[config.mk]
export PLATFORM = sky130hd
export DESIGN_NAME = chcl_fifo
export DESIGN_NICKNAME = d
export VERILOG_FILES = /design/src/rtl/chcl_fifo.sv
export SDC_FILE = /design/constraint.sdc
export NUM_CORES = 1
export LEC_CHECK = 0
export BUFFER_PORTS_ARGS = -buffer_cell sky130_fd_sc_hd__buf_2
export CAP_MARGIN = 25
export CORE_ASPECT_RATIO = 0.6
export CORE_MARGIN = 10
export CORE_UTILIZATION = 55
export CTS_CLUSTER_DIAMETER = 60
export DETAILED_ROUTE_END_ITERATION = 6
export PLACE_DENSITY = 0.83
export SLEW_MARGIN = 20
export SYNTH_ARGS = -nofsm -noshare
export SYNTH_HDL_FRONTEND = slang
export SYNTH_SLANG_ARGS = --single-unit
[constraint.sdc]
create_clock -name clk -period 2.2 [get_ports clk]
set_input_delay 0.44 -clock clk [delete_from_list [all_inputs] [get_ports clk]]
set_output_delay 0.44 -clock clk [all_outputs]
set_load 0.005 [all_outputs]
[src/rtl/chcl_fifo.sv]
`default_nettype none
// ----------------------------------------------------------------------------
// chcl_fifo
// Small register queue with occupancy count.
// ----------------------------------------------------------------------------
module chcl_fifo #(
	parameter int WIDTH = 8,
	parameter int DEPTH = 4
) (
	input  wire logic                        clk,
	input  wire logic                        arst_n,
	input  wire logic                        push,
	input  wire logic [WIDTH-1:0]            din,
	input  wire logic                        pop,
	output logic      [WIDTH-1:0]            dout,
	output logic                             valid,
	output logic                             full,
	output logic      [$clog2(DEPTH+1)-1:0]  count
);

	localparam int AW = (DEPTH > 1) ? $clog2(DEPTH) : 1;
	localparam int CW = $clog2(DEPTH + 1);
	localparam logic [AW-1:0] LAST_PTR = AW'(DEPTH - 1);
	localparam logic [CW-1:0] FULL_CNT = CW'(DEPTH);

	logic [WIDTH-1:0] mem_q [DEPTH];
	logic [AW-1:0]    wr_ptr_q;
	logic [AW-1:0]    rd_ptr_q;
	logic [CW-1:0]    count_q;
	logic             do_push;
	logic             do_pop;

	assign valid   = (count_q != '0);
	assign full    = (count_q == FULL_CNT);
	assign count   = count_q;
	assign dout    = mem_q[rd_ptr_q];
	assign do_push = push && !full;
	assign do_pop  = pop && valid;

	always_ff @(posedge clk or negedge arst_n) begin
		if (!arst_n) begin
			wr_ptr_q <= '0;
			rd_ptr_q <= '0;
			count_q  <= '0;
		end else begin
			if (do_push) begin
				wr_ptr_q <= (wr_ptr_q == LAST_PTR) ? '0 : wr_ptr_q + 1'b1;
			end
			if (do_pop) begin
				rd_ptr_q <= (rd_ptr_q == LAST_PTR) ? '0 : rd_ptr_q + 1'b1;
			end
			if (do_push && !do_pop) begin
				count_q <= count_q + 1'b1;
			end else if (do_pop && !do_push) begin
				count_q <= count_q - 1'b1;
			end
		end
	end

	always_ff @(posedge clk) begin
		if (do_push) begin
			mem_q[wr_ptr_q] <= din;
		end
	end

endmodule
`default_nettype wire

=== Word level (Yosys, flattened, before mapping) ===
Memories as Yosys holds them, arrays and structs flattened.
Index checks and enable logic that the tools add are counted.

* Word-level logic and storage cells: 26
* RAM bits: 32
* Bits in latches: 0
* ROM bits: 0
* Memories kept: 1
* Bits in registers: 7
* Bits of input ports: 12
* Output and inout port bits: 13

* Shift-type cells: 0
* Div/mod/pow operators: 0
* Multiply operators: 0
* Eq/ne operators: 3
* Bitwise logic cells: 0
* Mux-type cells: 6
* Magnitude comparators: 0
* Reduce and logical (&&, ||, !) cells: 9
* Add/sub/neg operators: 4

{| class="wikitable"
|+ Memories
! name !! words !! width !! rd ports !! clocked after Yosys merged registers in !! write ports !! RTL line !! source
|-
| mem_q || 4 || 8 || 1 || 0 || 1 || 26 || <nowiki>logic [WIDTH-1:0] mem_q [DEPTH];</nowiki>
|}

{| class="wikitable"
|+ Operators by type and width
! cell !! count
|-
| $mux 3 || 2
|-
| $add 2x1->2 const B || 2
|-
| $eq 2x2->1 const B || 2
|-
| $logic_and 1x1->1 || 4
|-
| $mux 2 || 2
|-
| $add 3x1->3 const B || 1
|-
| $eq 3x3->1 const B || 1
|-
| $logic_not 1->1 || 3
|-
| $reduce_bool 3->1 || 1
|-
| $sub 3x1->3 const B || 1
|-
| $mux 1 || 2
|-
| $reduce_bool 2->1 || 1
|}

=== Logic depth before layout (Yosys ltp) ===
Gate-level depths: netlist (run 1).

* Word-level depth: 7
* Mapped depth: 8
* Gate-level depth less buffers: 8

=== Worst setup path after synthesis (run 1) ===
OpenSTA, ideal clock, no wires.

* Kind: reg-to-reg
* Start point: reg count_q[0], in the netlist count[0]
* End point: reg count_q[2], in the netlist count[2]
* Library setup time: 0.079 ns
* Clock period less this slack: 2.022 ns
* Buffers on the path: 0
* Arrival time: 1.942 ns
* Data required time: 2.121 ns
* Path slack: 0.178 ns
* Cell stages (with the launch flop): 9
* Cell sequence: dfrtp_1 > or3_4 > nand2_4 > ha_1 > inv_1 > fa_1 > xor2_1 > nor2_1 > xor2_1

* Elaborated cells between the ends (all ways): 14
* Those cells by class: add/sub (2); eq/ne (1); mux (2); reduce/logical (9)

{| class="wikitable"
|+ RTL lines
! element !! RTL line !! source
|-
| start, declared || 29 || <nowiki>logic [CW-1:0] count_q;</nowiki>
|-
| start signal, assigned || 53 || <nowiki>count_q <= count_q + 1'b1;</nowiki>
|-
| start signal, assigned || 55 || <nowiki>count_q <= count_q - 1'b1;</nowiki>
|-
| $reduce_bool 3->1 (*) || 33 || <nowiki>assign valid = (count_q != '0);</nowiki>
|-
| via valid || 16 || <nowiki>output logic valid,</nowiki>
|-
| $logic_and 1x1->1 (*) || 38 || <nowiki>assign do_pop = pop && valid;</nowiki>
|-
| $logic_not 1->1 || 52 || <nowiki>if (do_push && !do_pop) begin</nowiki>
|-
| $logic_and 1x1->1 || 52 ||
|-
| $mux 3 or $reduce_bool 2->1 (tied branches) || -- ||
|}

Mark *: on every way through the listed nets, which the timed path passes. The rest lies on a longest branch. The select of a mux whose other input is x is not followed.
A chain may end at the register's enable or synchronous reset.

=== Final worst setup path (run 1) ===
* Start point: reg count_q[0], in the netlist count[0]
* End point: reg count_q[2], in the netlist count[2]

* Word-level cells in the longest chain between the ends: 6
* Elaborated cells between the ends (all ways): 14
* Those cells by class: add/sub (2); eq/ne (1); mux (2); reduce/logical (9)

{| class="wikitable"
|+ RTL lines
! element
|-
| branches (longest 6 deep; another with $sub 3x1->3)
|}

Several ways; the timed one is not identified. The select of a mux whose other input is x is not followed.

==> qor.csv, run 1 <==
metric,value,unit
syn_avg_cell_area,20.4,um^2
nets,129,
worst_path_most_repeated_cell,xor2_1,
num_rows,15,
die_area,5560,um^2
cp-end-kind,flop,
crit_slowest_cell,dfrtp_1,
timing.rr.start,count[0],
outcome,"finished, final reports clean",
overflow,0,
layout_setup_ws,117,ps
root_buffer,clkbuf_8,
synth.distinct_cells,19,
coreArea,2830,um^2
layout-drive-gt1-share,45.0,%
grt_max_degree,13,
hold_viol_final,0,
synth_top_area_share,59.7,%
power_density,1280,nW/um^2
instances_no_fill,153,
netlist_instances,79,
hold_end,mem_q[0][4],
start_util,56.8,%
r2r-end,count[2],
numPortBuffers,24,
drt-total-wl,2710,um
cts_made_buffers,5,
seq_area_frac_synth,70.6,%
cp_max_fo,5,
ff2ff_setup_slack,120,ps
timing.fmax,480,MHz
synth_nets,98,
insertedDiodeCount,0,
max_slew_margin,69.9,%
synth_area_leaders,"edfxtp_1 60%, mux4_2 11%, dfrtp_1 11%, ha_1 4.7%, mux2_2 2.1%",
tritoncts,done,
die_h,61.9,um
maxCapViolations,0,
clock_path_buffers,2,
clk_pin_slew,80,ps
cts.sinks,39,
whs,366,ps
place_ws,100,ps
min_period_over_period,94.7,%
path_cells,or3_4 > nand2_4 > ha_1 > inv_1 > fa_1 > xor2_1 > nor2_1 > xor2_1,
slew_viol_final,0,
min_from,din[4],
syn2layout_area_growth,16.6,%
route.detailed.drc,0,
gp_congestion,0.771,
drtPass1Iterations,2,
synth_top_area_cell,edfxtp_1,
grt_pass1_wl,4630,um
crit_buf_inv,1,
critical-path-max-stage-delay,470,ps
min_delay_path_depth,1,
grt_pass1_vias,894,
die_w,89.8,um
worstMarginPinSlew,452,ps
cp-start-kind,flop,
wire_per_inst,17.7,um
antenna_found_initial,0,
ys_warn_count,0,
required,2410,ps
post_cts_buffers,0,
path_delay_family,simple AND/OR/NAND/NOR gates,
clkLatencyLatePin,290,ps
crit_type,reg -> reg,
vdd_drop_max,0.849,mV
hp-class,in -> reg,
synth_area,1610,um^2
p_leak,0.714,nW
skew,10.3,ps
ioPinCount,25,
antenna_left,0,
fin_util,66.2,%
ctsHtreeMaxLevel,2,
nFillCells,206,
r2r_cells,8,
setup_tns,0,ps
avgViaCountPerCell,5.14,
place_inst,144,
finalSetupViolations,0,
drtIter0Drc,71,
period_minus_slack,2080,ps
synth_seq_cells,39,
worstPathArrival,2300,ps
vias,787,
track_usage,11.1,%
rsz0062_at_grt,no,
==> worst register-to-register path, cell delays in order, from the launching register on <==
cell	delay, ps
dfrtp_1	470
or3_4	440
nand2_4	100
ha_1	180
inv_1	60
fa_1	370
xor2_1	150
nor2_1	110
xor2_1	160
==> repair_timing <==
| item | in CTS | in global routing |
|---|---|---|
| endpoints found under the setup margin | 7 | 0 |
| hold endpoints to repair | 7 | 0 |
| hold buffers | 1 | 0 |
| resized for setup | 1 | 0 |
==> metrics by stage <==
step / power (mW) / instance area [um^2]
final: 2.41 / 1880
after global routing: 2.59 / 1880
after CTS: 2.45 / 1880
after detailed placement: 1.99 / 1780
after global placement: 1.94 / 1780
after floorplan: 1.69 / 1610
==> cell families after synthesis <==
family                     synth area share (%)
DFF                                        70.6
buffers and inverters                      1.24
adders and majority gates                  5.91
and+or+nand+nor                            5.44
muxes                                      15.2
xor gates and xnor gates                   1.63
==> layout make-up <==
type                       instances  area [um^2]  area share (%)
clock buffer                       6         72.6            3.87
clock inverter                     2         12.5           0.667
inverter                           3         11.3           0.600
multi-input combinational         35          453            24.1
sequential                        39         1140            60.6
tap                               42         52.6            2.80
timing repair buffer              26          138            7.33
==> report_power, final <==
group          leakage [nW]  internal [mW]  total (mW)  switching, mW
clock                0.0412          0.221       0.463          0.242
combinational         0.298          0.448       0.754          0.307
sequential            0.374           1.00        1.19          0.190
==> cell usage in the layout, fill, tap and decap left out, drive strengths merged <==
cell type and count:
and2 3, buf 25, clkbuf 6, clkinv 1, clkinvlp 1, dfrtp 7
dlygate4sd3 1, edfxtp 32, fa 1, ha 6, inv 3, mux2 5
mux4 8, nand2 2, nor2 4, nor2b 1, nor3b 1, or3 1
xnor2 1, xor2 2
==> registers in the layout, summed over array words and instances, names as in the netlist <==
signal,flops
mem_q,32
count,3
rd_ptr_q,2
wr_ptr_q,2
==> how the worst max path moves through the flow <==
stage | from | to | depth (start not counted)
after floorplan | count[0] | count[2] | 8
after global placement | count[0] | count[2] | 8
after detailed placement | count[0] | count[2] | 8
after CTS | count[0] | count[2] | 8
after global routing | count[0] | count[2] | 8
final | count[0] | count[2] | 8
==> cells in the mapped netlist, drive strengths merged <==
master / n
edfxtp: 32
dfrtp: 7
xnor2: 1
ha: 6
mux4: 8
buf: 1
or3: 1
nor2b: 1
nor3b: 1
and2: 3
xor2: 2
nor2: 4
nand2: 2
clkbuf: 1
fa: 1
inv: 3
mux2: 5
==> routing by layer <==
| metal | vias up | track usage, % | routed length [um] |
|---|---|---|---|
| li1 | 365 | - | - |
| met1 | 401 | 13.1 | 1220 |
| met2 | 17 | 17.8 | 1300 |
| met3 | 4 | 4.68 | 158 |
| met4 | 0 | 4.81 | 27 |
| met5 | - | 0 | 0 |
(Power assumes the default switching activity.)
==> run 2: changes to the inputs <==
--- a/config.mk
+++ b/config.mk
@@ -13,6 +13,7 @@
 export CTS_CLUSTER_DIAMETER = 60
 export DETAILED_ROUTE_END_ITERATION = 6
 export PLACE_DENSITY = 0.83
+export SETUP_SLACK_MARGIN = 0.2
 export SLEW_MARGIN = 20
 export SYNTH_ARGS = -nofsm -noshare
 export SYNTH_HDL_FRONTEND = slang
==> qor.csv, run 2 (synthesis results as in run 1) <==
metric,value,unit,change
period_minus_slack,1970,ps,was 2080 ps
final_cell_mix,"32 x edfxtp_1, 24 x buf_2, 9 x buf_4",,"was 32 x edfxtp_1, 24 x buf_2, 8 x mux4_2"
max_slew_margin,70.5,%,was 69.9%
setup_tns,0,ps,unchanged
cp-start-kind,flop,,unchanged
die_w,89.8,um,unchanged
wire_per_inst,18.4,um,was 17.7 um
start_util,56.8,%,unchanged
numPortBuffers,24,,unchanged
num_rows,15,,unchanged
vdd_drop_max,0.755,mV,was 0.849 mV
die_area,5560,um^2,unchanged
required,1760,ps,was 2410 ps
drt-total-wl,2990,um,was 2710 um
overflow,0,,unchanged
final_common_cell,edfxtp_1,,unchanged
tritoncts,done,,unchanged
grt_max_degree,13,,unchanged
drtPass1Iterations,4,,was 2
skew,2.80,ps,was 10.3 ps
hold_viol_final,0,,unchanged
regMostFlops,mem_q,,unchanged
layout-drive-gt1-share,53.7,%,was 45.0%
clk_pin_slew,70,ps,was 80 ps
antenna_left,0,,unchanged
dp_hpwl,1970,um,
clkLatencyLatePin,280,ps,was 290 ps
coreArea,2830,um^2,unchanged
antenna_found_initial,0,,unchanged
final_cell_area,1990,um^2,was 1880 um^2
clock_path_buffers,2,,unchanged
nets,139,,was 129
drtIter0Drc,38,,was 71
die_h,61.9,um,unchanged
ctsHtreeMaxLevel,2,,unchanged
p_leak,0.770,nW,was 0.714 nW
power_density,1330,nW/um^2,was 1280 nW/um^2
finalSetupViolations,0,,unchanged
gp_congestion,0.812,,was 0.771
hp-class,in -> reg,,unchanged
min_period_over_period,89.4,%,was 94.7%
syn2layout_area_growth,23.6,%,was 16.6%
insertedDiodeCount,0,,unchanged
slew_viol_final,0,,unchanged
outcome,"finished, final reports clean",,unchanged
cts_made_buffers,5,,unchanged
maxCapViolations,0,,unchanged
vias,841,,was 787
cts.sinks,39,,unchanged
avgViaCountPerCell,5.16,,was 5.14
cp_max_fo,11,,was 5
place_area,1780,um^2,about the same
worstPathArrival,1530,ps,was 2300 ps
largest_reg_flops,32,,unchanged
track_usage,10.8,%,was 11.1%
timing.fmax,509,MHz,was 480 MHz
grt_pass1_vias,905,,was 894
route.detailed.drc,0,,unchanged
root_buffer,clkbuf_8,,unchanged
cp-end-kind,output pin,,was flop
crit_type,reg -> out,,was reg -> reg
layout_setup_ws,234,ps,was 117 ps
place_ws,86.1,ps,was 100 ps
grt_pass1_wl,4380,um,was 4630 um
worstMarginPinSlew,442,ps,was 452 ps
rsz0062_at_grt,yes,,was no
ioPinCount,25,,unchanged
## run 2: per-layer routing
metal / vias up / part of all wire (%) / global-route usage [%]
li1: 382 / - / -
met1: 418 / 38 / 10.8
met2: 33 / 51 / 18.6
met3: 8 / 8.2 / 5.04
met4: 0 / 2.0 / 6.86
met5: - / 0 / 0
## run 2: path summary, 6_finish.rpt
kind | start | end | slack [ps] | cells after the start
setup / recovery | rd_ptr_q[0] | dout[7] | 230 | 2
hold / removal | din[7] | mem_q[0][7] | 370 | 1
setup reg to reg | count[1] | count[1] | 250 | 7
hold reg to reg | count[2] | count[2] | 550 | 1
max in group asynchronous | arst_n | rd_ptr_q[0] | 1490 | 2
min in group asynchronous | arst_n | wr_ptr_q[0] | 520 | 2
## run 2: repair_timing
action,in CTS,in global routing
buffers inserted,6,4
hold buffers,1,0
setup endpoints to repair,10,7
pin swaps,1,5
gates resized for setup,6,5
hold endpoints to repair,7,0
## run 2: metrics by stage
stage	total power [mW]	utilization [%]	std cells	hold slack [ps]
after floorplan	1.69	-	79	144
after CTS	2.55	68.6	159	367
final	2.63	70.2	163	374
after global placement	1.95	62.9	144	281
after global routing	2.79	70.2	163	367
after detailed placement	1.99	62.9	144	285
## run 2: layout make-up
type	instances	area [um^2]
multi-input combinational	35	477
clock inverter	2	12.5
fill	170	846
sequential	39	1140
tap	42	52.6
timing repair buffer	36	220
inverter	3	11.3
clock buffer	6	72.6
## run 2: critical path: stages (launching register included)
cell     delay [ps]
dfrtp_4         550
mux4_2          540
buf_2           150
## run 2: report_power, final
part	switching (mW)	total (mW)	internal, mW
clock network	0.229	0.451	0.221
logic	0.413	1.01	0.594
registers	0.166	1.18	1.01
