File: src/rtl/chcl_pkg.sv
`default_nettype none
// ----------------------------------------------------------------------------
// chcl_pkg
// Shared types, constants and the CRC round function of the chained
// CRC-hashed table lookup unit.
// ----------------------------------------------------------------------------
package chcl_pkg;

	localparam int DATA_W          = 32;
	localparam int KEY_W           = 32;
	localparam int IDX_W           = 10;
	localparam int SEL_W           = 2;
	localparam int STEP_W          = 2;
	localparam int COUNT_W         = 2;
	localparam int CFG_IDX_W       = 3;
	localparam int CFG_DATA_W      = 32;

	localparam int CRC_ROUNDS      = 32;
	localparam int CRC_STEP_ROUNDS = 8;
	localparam int STAGE_REGS      = 2;
	localparam int NUM_CRC         = STAGE_REGS + 1;
	localparam int CRC_PLAIN       = STAGE_REGS;

	localparam int TABLE_DEPTH_DEF = 1024;
	localparam int HASH_STAGES_DEF = 2;
	localparam int ITEM_Q_DEPTH    = 4;
	localparam int OUT_Q_DEPTH     = 2;

	// configuration register indexes
	localparam logic [CFG_IDX_W-1:0] REG_STAGE_COUNT = 3'd0;
	localparam logic [CFG_IDX_W-1:0] REG_STAGE0_POLY = 3'd1;
	localparam logic [CFG_IDX_W-1:0] REG_STAGE1_POLY = 3'd2;
	localparam logic [CFG_IDX_W-1:0] REG_STAGE0_SENT = 3'd3;
	localparam logic [CFG_IDX_W-1:0] REG_STAGE1_SENT = 3'd4;
	localparam logic [CFG_IDX_W-1:0] REG_PLAIN_EN    = 3'd5;
	localparam logic [CFG_IDX_W-1:0] REG_PLAIN_POLY  = 3'd6;

	localparam logic               KIND_LOOKUP  = 1'b0;
	localparam logic               KIND_WRITE   = 1'b1;
	localparam logic [SEL_W-1:0]   SEL_FINAL    = 2'd2;
	localparam logic [STEP_W-1:0]  STEP_FINAL   = 2'd2;
	localparam logic               STATUS_FOUND = 1'b0;
	localparam logic               STATUS_MISS  = 1'b1;

	typedef struct packed {
		logic [COUNT_W-1:0]                 stage_count;
		logic [STAGE_REGS-1:0][DATA_W-1:0]  stage_poly;
		logic [STAGE_REGS-1:0][DATA_W-1:0]  stage_sentinel;
		logic                               plain_en;
		logic [DATA_W-1:0]                  plain_poly;
	} cfg_t;

	typedef struct packed {
		logic               kind;
		logic [KEY_W-1:0]   key;
		logic [SEL_W-1:0]   sel;
		logic [IDX_W-1:0]   idx;
		logic [DATA_W-1:0]  val;
		logic               present;
	} in_item_t;

	// classified item handed from the front to the back
	typedef struct packed {
		logic                               kind;
		logic [STAGE_REGS-1:0][KEY_W-1:0]   hash;
		logic [STAGE_REGS-1:0]              hash_oor;
		logic [KEY_W-1:0]                   fkey;
		logic                               fkey_oor;
		logic                               wr_ok;
		logic [SEL_W-1:0]                   sel;
		logic [IDX_W-1:0]                   idx;
		logic [DATA_W-1:0]                  val;
		logic                               present;
	} q_item_t;

	typedef struct packed {
		logic [DATA_W-1:0]  mapped_value;
		logic               status;
		logic [STEP_W-1:0]  answering_step;
	} res_t;

	function automatic int stage_limit(input int hs);
		return (hs < STAGE_REGS) ? hs : STAGE_REGS;
	endfunction

	// one slice of the reflected crc: shift right, xor poly when a one drops out
	function automatic logic [KEY_W-1:0] crc_rounds(input logic [KEY_W-1:0] c_in,
			input logic [KEY_W-1:0] poly);
		logic [KEY_W-1:0] c;
		c = c_in;
		for (int r = 0; r < CRC_STEP_ROUNDS; r++) begin
			c = c[0] ? ((c >> 1) ^ poly) : (c >> 1);
		end
		return c;
	endfunction

endpackage
`default_nettype wire

File: src/rtl/chcl_in_if.sv
`default_nettype none
// ----------------------------------------------------------------------------
// chcl_in_if
// Item channel: lookups and table writes with valid/ready handshake.
// ----------------------------------------------------------------------------
interface chcl_in_if;
	import chcl_pkg::*;

	logic               valid;
	logic               ready;
	logic               kind;
	logic [KEY_W-1:0]   lookup_key;
	logic [SEL_W-1:0]   table_select;
	logic [IDX_W-1:0]   entry_index;
	logic [DATA_W-1:0]  entry_value;
	logic               entry_present;

	modport source (
		output valid, kind, lookup_key, table_select, entry_index, entry_value,
			entry_present,
		input  ready
	);

	modport sink (
		input  valid, kind, lookup_key, table_select, entry_index, entry_value,
			entry_present,
		output ready
	);

endinterface
`default_nettype wire

File: src/rtl/chcl_front.sv
`default_nettype none
// ----------------------------------------------------------------------------
// chcl_front
// Accepts items, runs the three key CRCs through a four-stage pipeline of
// eight rounds each, and classifies the item for the back end.
// ----------------------------------------------------------------------------
module chcl_front #(
	parameter int TABLE_DEPTH = chcl_pkg::TABLE_DEPTH_DEF,
	parameter int HASH_STAGES = chcl_pkg::HASH_STAGES_DEF
) (
	input  wire logic             clk,
	input  wire logic             arst_n,
	input  wire chcl_pkg::cfg_t   cfg,
	input  wire logic             hold,
	chcl_in_if.sink               item,
	output logic                  q_push,
	output chcl_pkg::q_item_t     q_data,
	input  wire logic             q_full
);
	import chcl_pkg::*;

	localparam int NSTG = stage_limit(HASH_STAGES);
	localparam logic [KEY_W-1:0] DEPTH_V = KEY_W'(TABLE_DEPTH);

	logic                             en;
	logic                             acc;
	logic [NUM_CRC-1:0][KEY_W-1:0]    poly;
	logic                             vld_s1, vld_s2, vld_s3, vld_s4;
	in_item_t                         item_s1, item_s2, item_s3, item_s4;
	logic [NUM_CRC-1:0][KEY_W-1:0]    crc_s1, crc_s2, crc_s3, crc_s4;
	logic [NUM_CRC-1:0][KEY_W-1:0]    hash;
	logic [KEY_W-1:0]                 idx32;

	// pipeline moves whenever the last stage can leave
	assign en         = !vld_s4 || !q_full;
	assign item.ready = en && !hold;
	assign acc        = item.valid && item.ready;
	assign q_push     = vld_s4 && !q_full;

	always_comb begin
		for (int k = 0; k < STAGE_REGS; k++) begin
			poly[k] = cfg.stage_poly[k];
		end
		poly[CRC_PLAIN] = cfg.plain_poly;
	end

	always_ff @(posedge clk or negedge arst_n) begin
		if (!arst_n) begin
			vld_s1 <= 1'b0;
			vld_s2 <= 1'b0;
			vld_s3 <= 1'b0;
			vld_s4 <= 1'b0;
		end else if (en) begin
			vld_s1 <= acc;
			vld_s2 <= vld_s1;
			vld_s3 <= vld_s2;
			vld_s4 <= vld_s3;
		end
	end

	always_ff @(posedge clk) begin
		if (en) begin
			item_s1 <= '{kind: item.kind, key: item.lookup_key, sel: item.table_select,
				idx: item.entry_index, val: item.entry_value, present: item.entry_present};
			item_s2 <= item_s1;
			item_s3 <= item_s2;
			item_s4 <= item_s3;
			for (int k = 0; k < NUM_CRC; k++) begin
				crc_s1[k] <= crc_rounds(item.lookup_key, poly[k]);
				crc_s2[k] <= crc_rounds(crc_s1[k], poly[k]);
				crc_s3[k] <= crc_rounds(crc_s2[k], poly[k]);
				crc_s4[k] <= crc_rounds(crc_s3[k], poly[k]);
			end
		end
	end

	// final xor and range checks
	always_comb begin
		for (int k = 0; k < NUM_CRC; k++) begin
			hash[k] = crc_s4[k] ^ poly[k];
		end
		idx32           = KEY_W'(item_s4.idx);
		q_data.kind     = item_s4.kind;
		for (int k = 0; k < STAGE_REGS; k++) begin
			q_data.hash[k]     = hash[k];
			q_data.hash_oor[k] = (hash[k] >= DEPTH_V);
		end
		q_data.fkey     = cfg.plain_en ? hash[CRC_PLAIN] : item_s4.key;
		q_data.fkey_oor = (q_data.fkey >= DEPTH_V);
		q_data.wr_ok    = (item_s4.kind == KIND_WRITE) && (idx32 < DEPTH_V) &&
			((item_s4.sel == SEL_FINAL) || (32'(item_s4.sel) < 32'(NSTG)));
		q_data.sel      = item_s4.sel;
		q_data.idx      = item_s4.idx;
		q_data.val      = item_s4.val;
		q_data.present  = item_s4.present;
	end

endmodule
`default_nettype wire

File: src/flat_wrapper.sv
// flat-port wrapper written by rule: the top's interface ports become plain ports
module chcl_front_flat import chcl_pkg::*;
#(
	parameter int TABLE_DEPTH = chcl_pkg::TABLE_DEPTH_DEF,
	parameter int HASH_STAGES = chcl_pkg::HASH_STAGES_DEF
)
  (clk, arst_n, cfg, hold, q_push, q_data, q_full, item_valid, item_kind, item_lookup_key, item_table_select, item_entry_index, item_entry_value, item_entry_present, item_ready);
  chcl_in_if item_i ();
  input  wire logic clk;
  input  wire logic arst_n;
  input  wire chcl_pkg::cfg_t cfg;
  input  wire logic hold;
  output logic q_push;
  output chcl_pkg::q_item_t q_data;
  input  wire logic q_full;
  input wire logic [$bits(item_i.valid)-1:0] item_valid;
  input wire logic [$bits(item_i.kind)-1:0] item_kind;
  input wire logic [$bits(item_i.lookup_key)-1:0] item_lookup_key;
  input wire logic [$bits(item_i.table_select)-1:0] item_table_select;
  input wire logic [$bits(item_i.entry_index)-1:0] item_entry_index;
  input wire logic [$bits(item_i.entry_value)-1:0] item_entry_value;
  input wire logic [$bits(item_i.entry_present)-1:0] item_entry_present;
  output wire logic [$bits(item_i.ready)-1:0] item_ready;
  assign item_i.valid = item_valid;
  assign item_i.kind = item_kind;
  assign item_i.lookup_key = item_lookup_key;
  assign item_i.table_select = item_table_select;
  assign item_i.entry_index = item_entry_index;
  assign item_i.entry_value = item_entry_value;
  assign item_i.entry_present = item_entry_present;
  assign item_ready = item_i.ready;
  chcl_front #(.TABLE_DEPTH(TABLE_DEPTH), .HASH_STAGES(HASH_STAGES)) u_core (.clk(clk), .arst_n(arst_n), .cfg(cfg), .hold(hold), .item(item_i), .q_push(q_push), .q_data(q_data), .q_full(q_full));
endmodule
File: config.mk
export PLATFORM = sky130hd
export DESIGN_NAME = chcl_front_flat
export DESIGN_NICKNAME = d
export VERILOG_FILES = /design/src/rtl/chcl_pkg.sv /design/src/rtl/chcl_in_if.sv /design/src/rtl/chcl_front.sv /design/src/flat_wrapper.sv
export SDC_FILE = /design/constraint.sdc
export NUM_CORES = 2
export LEC_CHECK = 0
export ABC_AREA = 1
export BUFFER_PORTS_ARGS = -buffer_cell sky130_fd_sc_hd__buf_2
export CAP_MARGIN = 25
export CORE_MARGIN = 5
export CORE_UTILIZATION = 65
export DETAILED_ROUTE_END_ITERATION = 8
export PLACE_DENSITY = 0.84
export SLEW_MARGIN = 30
export SYNTH_ARGS = -nofsm -noshare
export SYNTH_HDL_FRONTEND = slang
export SYNTH_SLANG_ARGS = --single-unit
File: constraint.sdc
create_clock -name clk -period 34.8 [get_ports clk]
set_input_delay 5.22 -clock clk [delete_from_list [all_inputs] [get_ports clk]]
set_output_delay 5.22 -clock clk [all_outputs]
set_load 0.1 [all_outputs]
-- Word level (Yosys, flattened, before mapping)
Cells that the tools add are included.
- bits in registers: 700
- bits in latches: 0
- bits in writable memories: 0
- ROM bits: 0
- bits of input ports: 246
- output and inout bits: 148
- word-level logic and storage cells: 262
- memories: 0
- $add $sub $neg: 0
- multipliers: 0
- div/mod/pow operators: 0
- order comparisons: 4
- equality and inequality tests: 1
- shifts and indexed selects: 0
- multiplexer cells: 97
- bitwise gates (word level): 99
- reduce and logical (&&, ||, !) cells: 9
- operator list (kind ; number):
    $xor A31 B32 Y32 ; 96
    $mux W32 ; 85
    $mux W31 ; 12
    $ge A32 B11 Y1 const B ; 3
    $xor A32 B32 Y32 ; 3
    $logic_and A1 B1 Y1 ; 4
    $logic_not A1 Y1 ; 3
    $eq A2 B2 Y1 const B ; 1
    $logic_or A1 B1 Y1 ; 2
    $lt A2 B2 Y1 const B ; 1

-- Longest topological paths before layout
- word-level depth: 16
- gate-level depth with buffers: 30
- gate-level depth less buffers: 26

-- Worst setup path after synthesis
Ideal clock, no wire load.
- path type: input -> register
- from: in q_full
- to: reg u_core.crc_s1[0] in the netlist's numbering (enable)
- library setup time: 4.920 ns
- arrival: 16.572 ns
- data required time: 29.880 ns
- path slack: 13.307 ns
- cell stages on the path: 1
- path buffers: 0
- path through: nand2_1
- longest elaborated chain between the ends: 2
- ends and longest elaborated chain (item ; line ; RTL):
    start, declared ; flat_wrapper.sv:15 ; input wire logic q_full;
    $logic_not A1 Y1 ; chcl_front.sv:35 ; assign en = !vld_s4 || !q_full;
    $logic_or A1 B1 Y1 ; chcl_front.sv:35 ;
    end signal, assigned by index ; chcl_front.sv:69 ; crc_s1[k] <= crc_rounds(item.lookup_key, poly[k]);
    end, declared ; chcl_front.sv:30 ; logic [NUM_CRC-1:0][KEY_W-1:0] crc_s1, crc_s2, crc_s3, crc_s4;
Every way passes these cells.
A chain may end at the register's enable or synchronous reset.

==> metrics <==
status complete, but fails checks; failing checks design-rule violations; Cell Area, Synth 79,200 µm²; vias in the first global route around 75k; RSZ-0062 raised after global routing false; total negative slack 0 ns; CTS buffer count 87; Reg2Reg Capture Point u_core.crc_s3[73]; final slew viol count 0; share of layout cells above drive strength 1 under 10%; setup repair bufs after CTS 0; Final nets approximately 13k; worst skew pair latency between 0.7 and 0.8 ns; CP max FO 28; Hold Path End u_core.item_s2[10]; worst flop-to-flop path startpoint u_core.crc_s2[64]; Hold Path Class reg -> reg; unique cell type count in the Yosys netlist 35; # port buffers ~330; Hold Violations, Final 0; Post-Synthesis Cells approximately 13k; Synthesized Nets 12.9k; number of synthesized flops with an enable pin ~700; largest net degree at the start of global routing between 150 and 200; Hold Path Depth 0; area grow syn2layout 4.70%; CTS tree done; Placer Congestion about 0.94; I/O pin total between 300 and 400; CP Capture Type output pin; Die ar. approximately 130,000 µm²; initial antenna violation count 8; Worst EP required ~30 ns; Global Route Usage Sum 36.2%; #FFs+latches synth 700; H-tree levels 3; Core Box Area 121,000 µm²; MaxCap Viol Count 0; Final HPWL DP around 170,000 µm; die height 359 µm; R2R Setup Slk between 20 and 30 ns; YS warnings 0; post-cts resize count 0; Root Driver clkbuf_16; routed vias 81.5k; final setup fails 0; DP Area between 70,000 and 80,000 µm²; Post-CTS Hold Buffers 0; via/cell ratio 5.80; ratio of final minimum period to clock period between 30% and 40%; CTS clk-pin slew, worst paths 0.06 ns; Design Area, Final roughly 83,000 µm²; Mean Syn Cell Area ~6.3 µm²; crit path time final 13.04 ns; Wirelength per Cell between 15 and 20 µm; gr ovfl total 0; Reg2Reg Depth 23; Crit Path Category in -> out; async set-reset flop share out of synthesis less than 1%; worst-margin pin slew 1.01 ns; Worst EP arrival around 7.8 ns; fmax ~77 MHz; Initial Util between 60% and 70%; count of standard-cell rows about 130; Max clock buf depth 3; post-route ant nets 0; top_reg_cell synth edfxtp_1; crit path launch type input pin; sequential element share of the synthesized area between 20% and 30%; DR iter-0 viols just under 10k; DRC 4; router iterations before antenna repair 9; Sink Count 700; Slew HR between 30% and 40%; Setup Skew approximately 0.044 ns; Die W roughly 360 µm; DRT Wirelength around 250,000 µm; first-pass GRT wire length 386,000 µm; HP Start u_core.item_s1[10]
==> per-layer routing <==
layer	vias to the layer above	GRT usage [%]	part of all wire, %	wire [µm]
met4	6	22.8	7.0	17300
met3	1119	7.52	12	28700
li1	38516	-	-	-
met2	4819	59.0	45	110000
met1	37020	44.1	37	89900
met5	-	0	0.014	34
==> sequential cells by signal, indices dropped and copies added (netlist names), 32 cells and up <==
name,cells
u_core.crc_s1,96
u_core.item_s4,32
u_core.item_s3,78
u_core.item_s2,78
u_core.q_data,46
u_core.item_s1,78
u_core.crc_s3,96
u_core.crc_s2,96
u_core.crc_s4,96
==> worst max path at each step <==
stage	from	to	slack [ns]	cells past startpoint
after floorplan	q_full	u_core.crc_s1[0]	13.31	1
after global placement	item_lookup_key[0]	u_core.crc_s1[91]	21.78	26
after detailed placement	cfg[32]	q_data[46]	21.83	8
after CTS	cfg[32]	q_data[46]	21.82	8
after global routing	cfg[32]	q_data[46]	21.63	8
final	cfg[32]	q_data[46]	21.76	8
==> through the flow <==
step | hold slack [ns] | util, % | worst slack (ns) | instances
after global placement | 0.400 | 65.7 | 21.78 | 13878
final | 0.399 | 68.3 | 21.76 | 14045
after CTS | 0.405 | 68.3 | 21.82 | 14041
after floorplan | 0.400 | - | 13.31 | 12670
after global routing | 0.412 | 68.3 | 21.63 | 14043
after detailed placement | 0.405 | 65.7 | 21.83 | 13878
==> synthesized netlist by cell type (all sizes together), types with 3 or more instances <==
library cell     n  area (µm²)
nand2         5094       19500
nand3         1809        9200
inv           1291        4850
xnor2          876        7680
xor2           796        6970
edfxtp         696       20900
nor2           691        2620
buf            562        3070
clkbuf         325        1220
o21ai          221        1110
o21bai         105         788
nand4           72         450
nand3b          45         338
clkinv          20        75.1
a21oi           15        75.1
nor4            15        93.8
or2             12        75.1
a21o            11        82.6
dfrtp            4         100
o211ai           4        30.0
a21boi           3        22.5
==> layout by cell type (no fill, tap or decap), types with 45 or more instances in the layout <==
| cell | netlist | routed |
|---|---|---|
| clkbuf_16 | 0 | 87 |
| nand4_1 | 72 | 72 |
| nand2_1 | 4995 | 4993 |
| nand3b_1 | 45 | 45 |
| o21ai_0 | 206 | 206 |
| xor2_1 | 796 | 796 |
| nor2_1 | 679 | 679 |
| edfxtp_1 | 696 | 696 |
| inv_1 | 1262 | 1262 |
| nand2_2 | 82 | 76 |
| buf_4 | 108 | 141 |
| buf_2 | 291 | 327 |
| nand3_1 | 1782 | 1782 |
| xnor2_1 | 875 | 874 |
| o21bai_1 | 105 | 105 |
==> critical path: stages <==
cell      delay (ns)
buf_2           0.28
inv_1           0.36
buf_4           0.34
o21ai_0         0.77
nor4_1          0.14
nand4_1         0.15
nand3b_1        0.11
buf_2           0.43
==> cells by family after synthesis <==
family,after synthesis,share of synthesized area (%)
AND/OR/NAND/NOR,7739,40.7
buffers and inverters,2198,11.6
XOR/XNOR,1672,18.5
flip-flops,700,26.5
AO/OA/AOI/OAI,361,2.67
==> layout make-up <==
| class | count | area, µm² |
|---|---|---|
| inverter | 1311 | 4920 |
| multi-input combinational | 9772 | 49100 |
| clock buffer | 103 | 2270 |
| sequential | 700 | 21000 |
| fill | 10373 | 38500 |
| clock inverter | 60 | 908 |
| antenna | 4 | 10.0 |
| timing repair buffer | 470 | 2740 |
| tap | 1625 | 2030 |
Power is left out: the tool's default activity adds up to more than one toggle a clock period on the data nets, which glitch-free logic cannot reach.
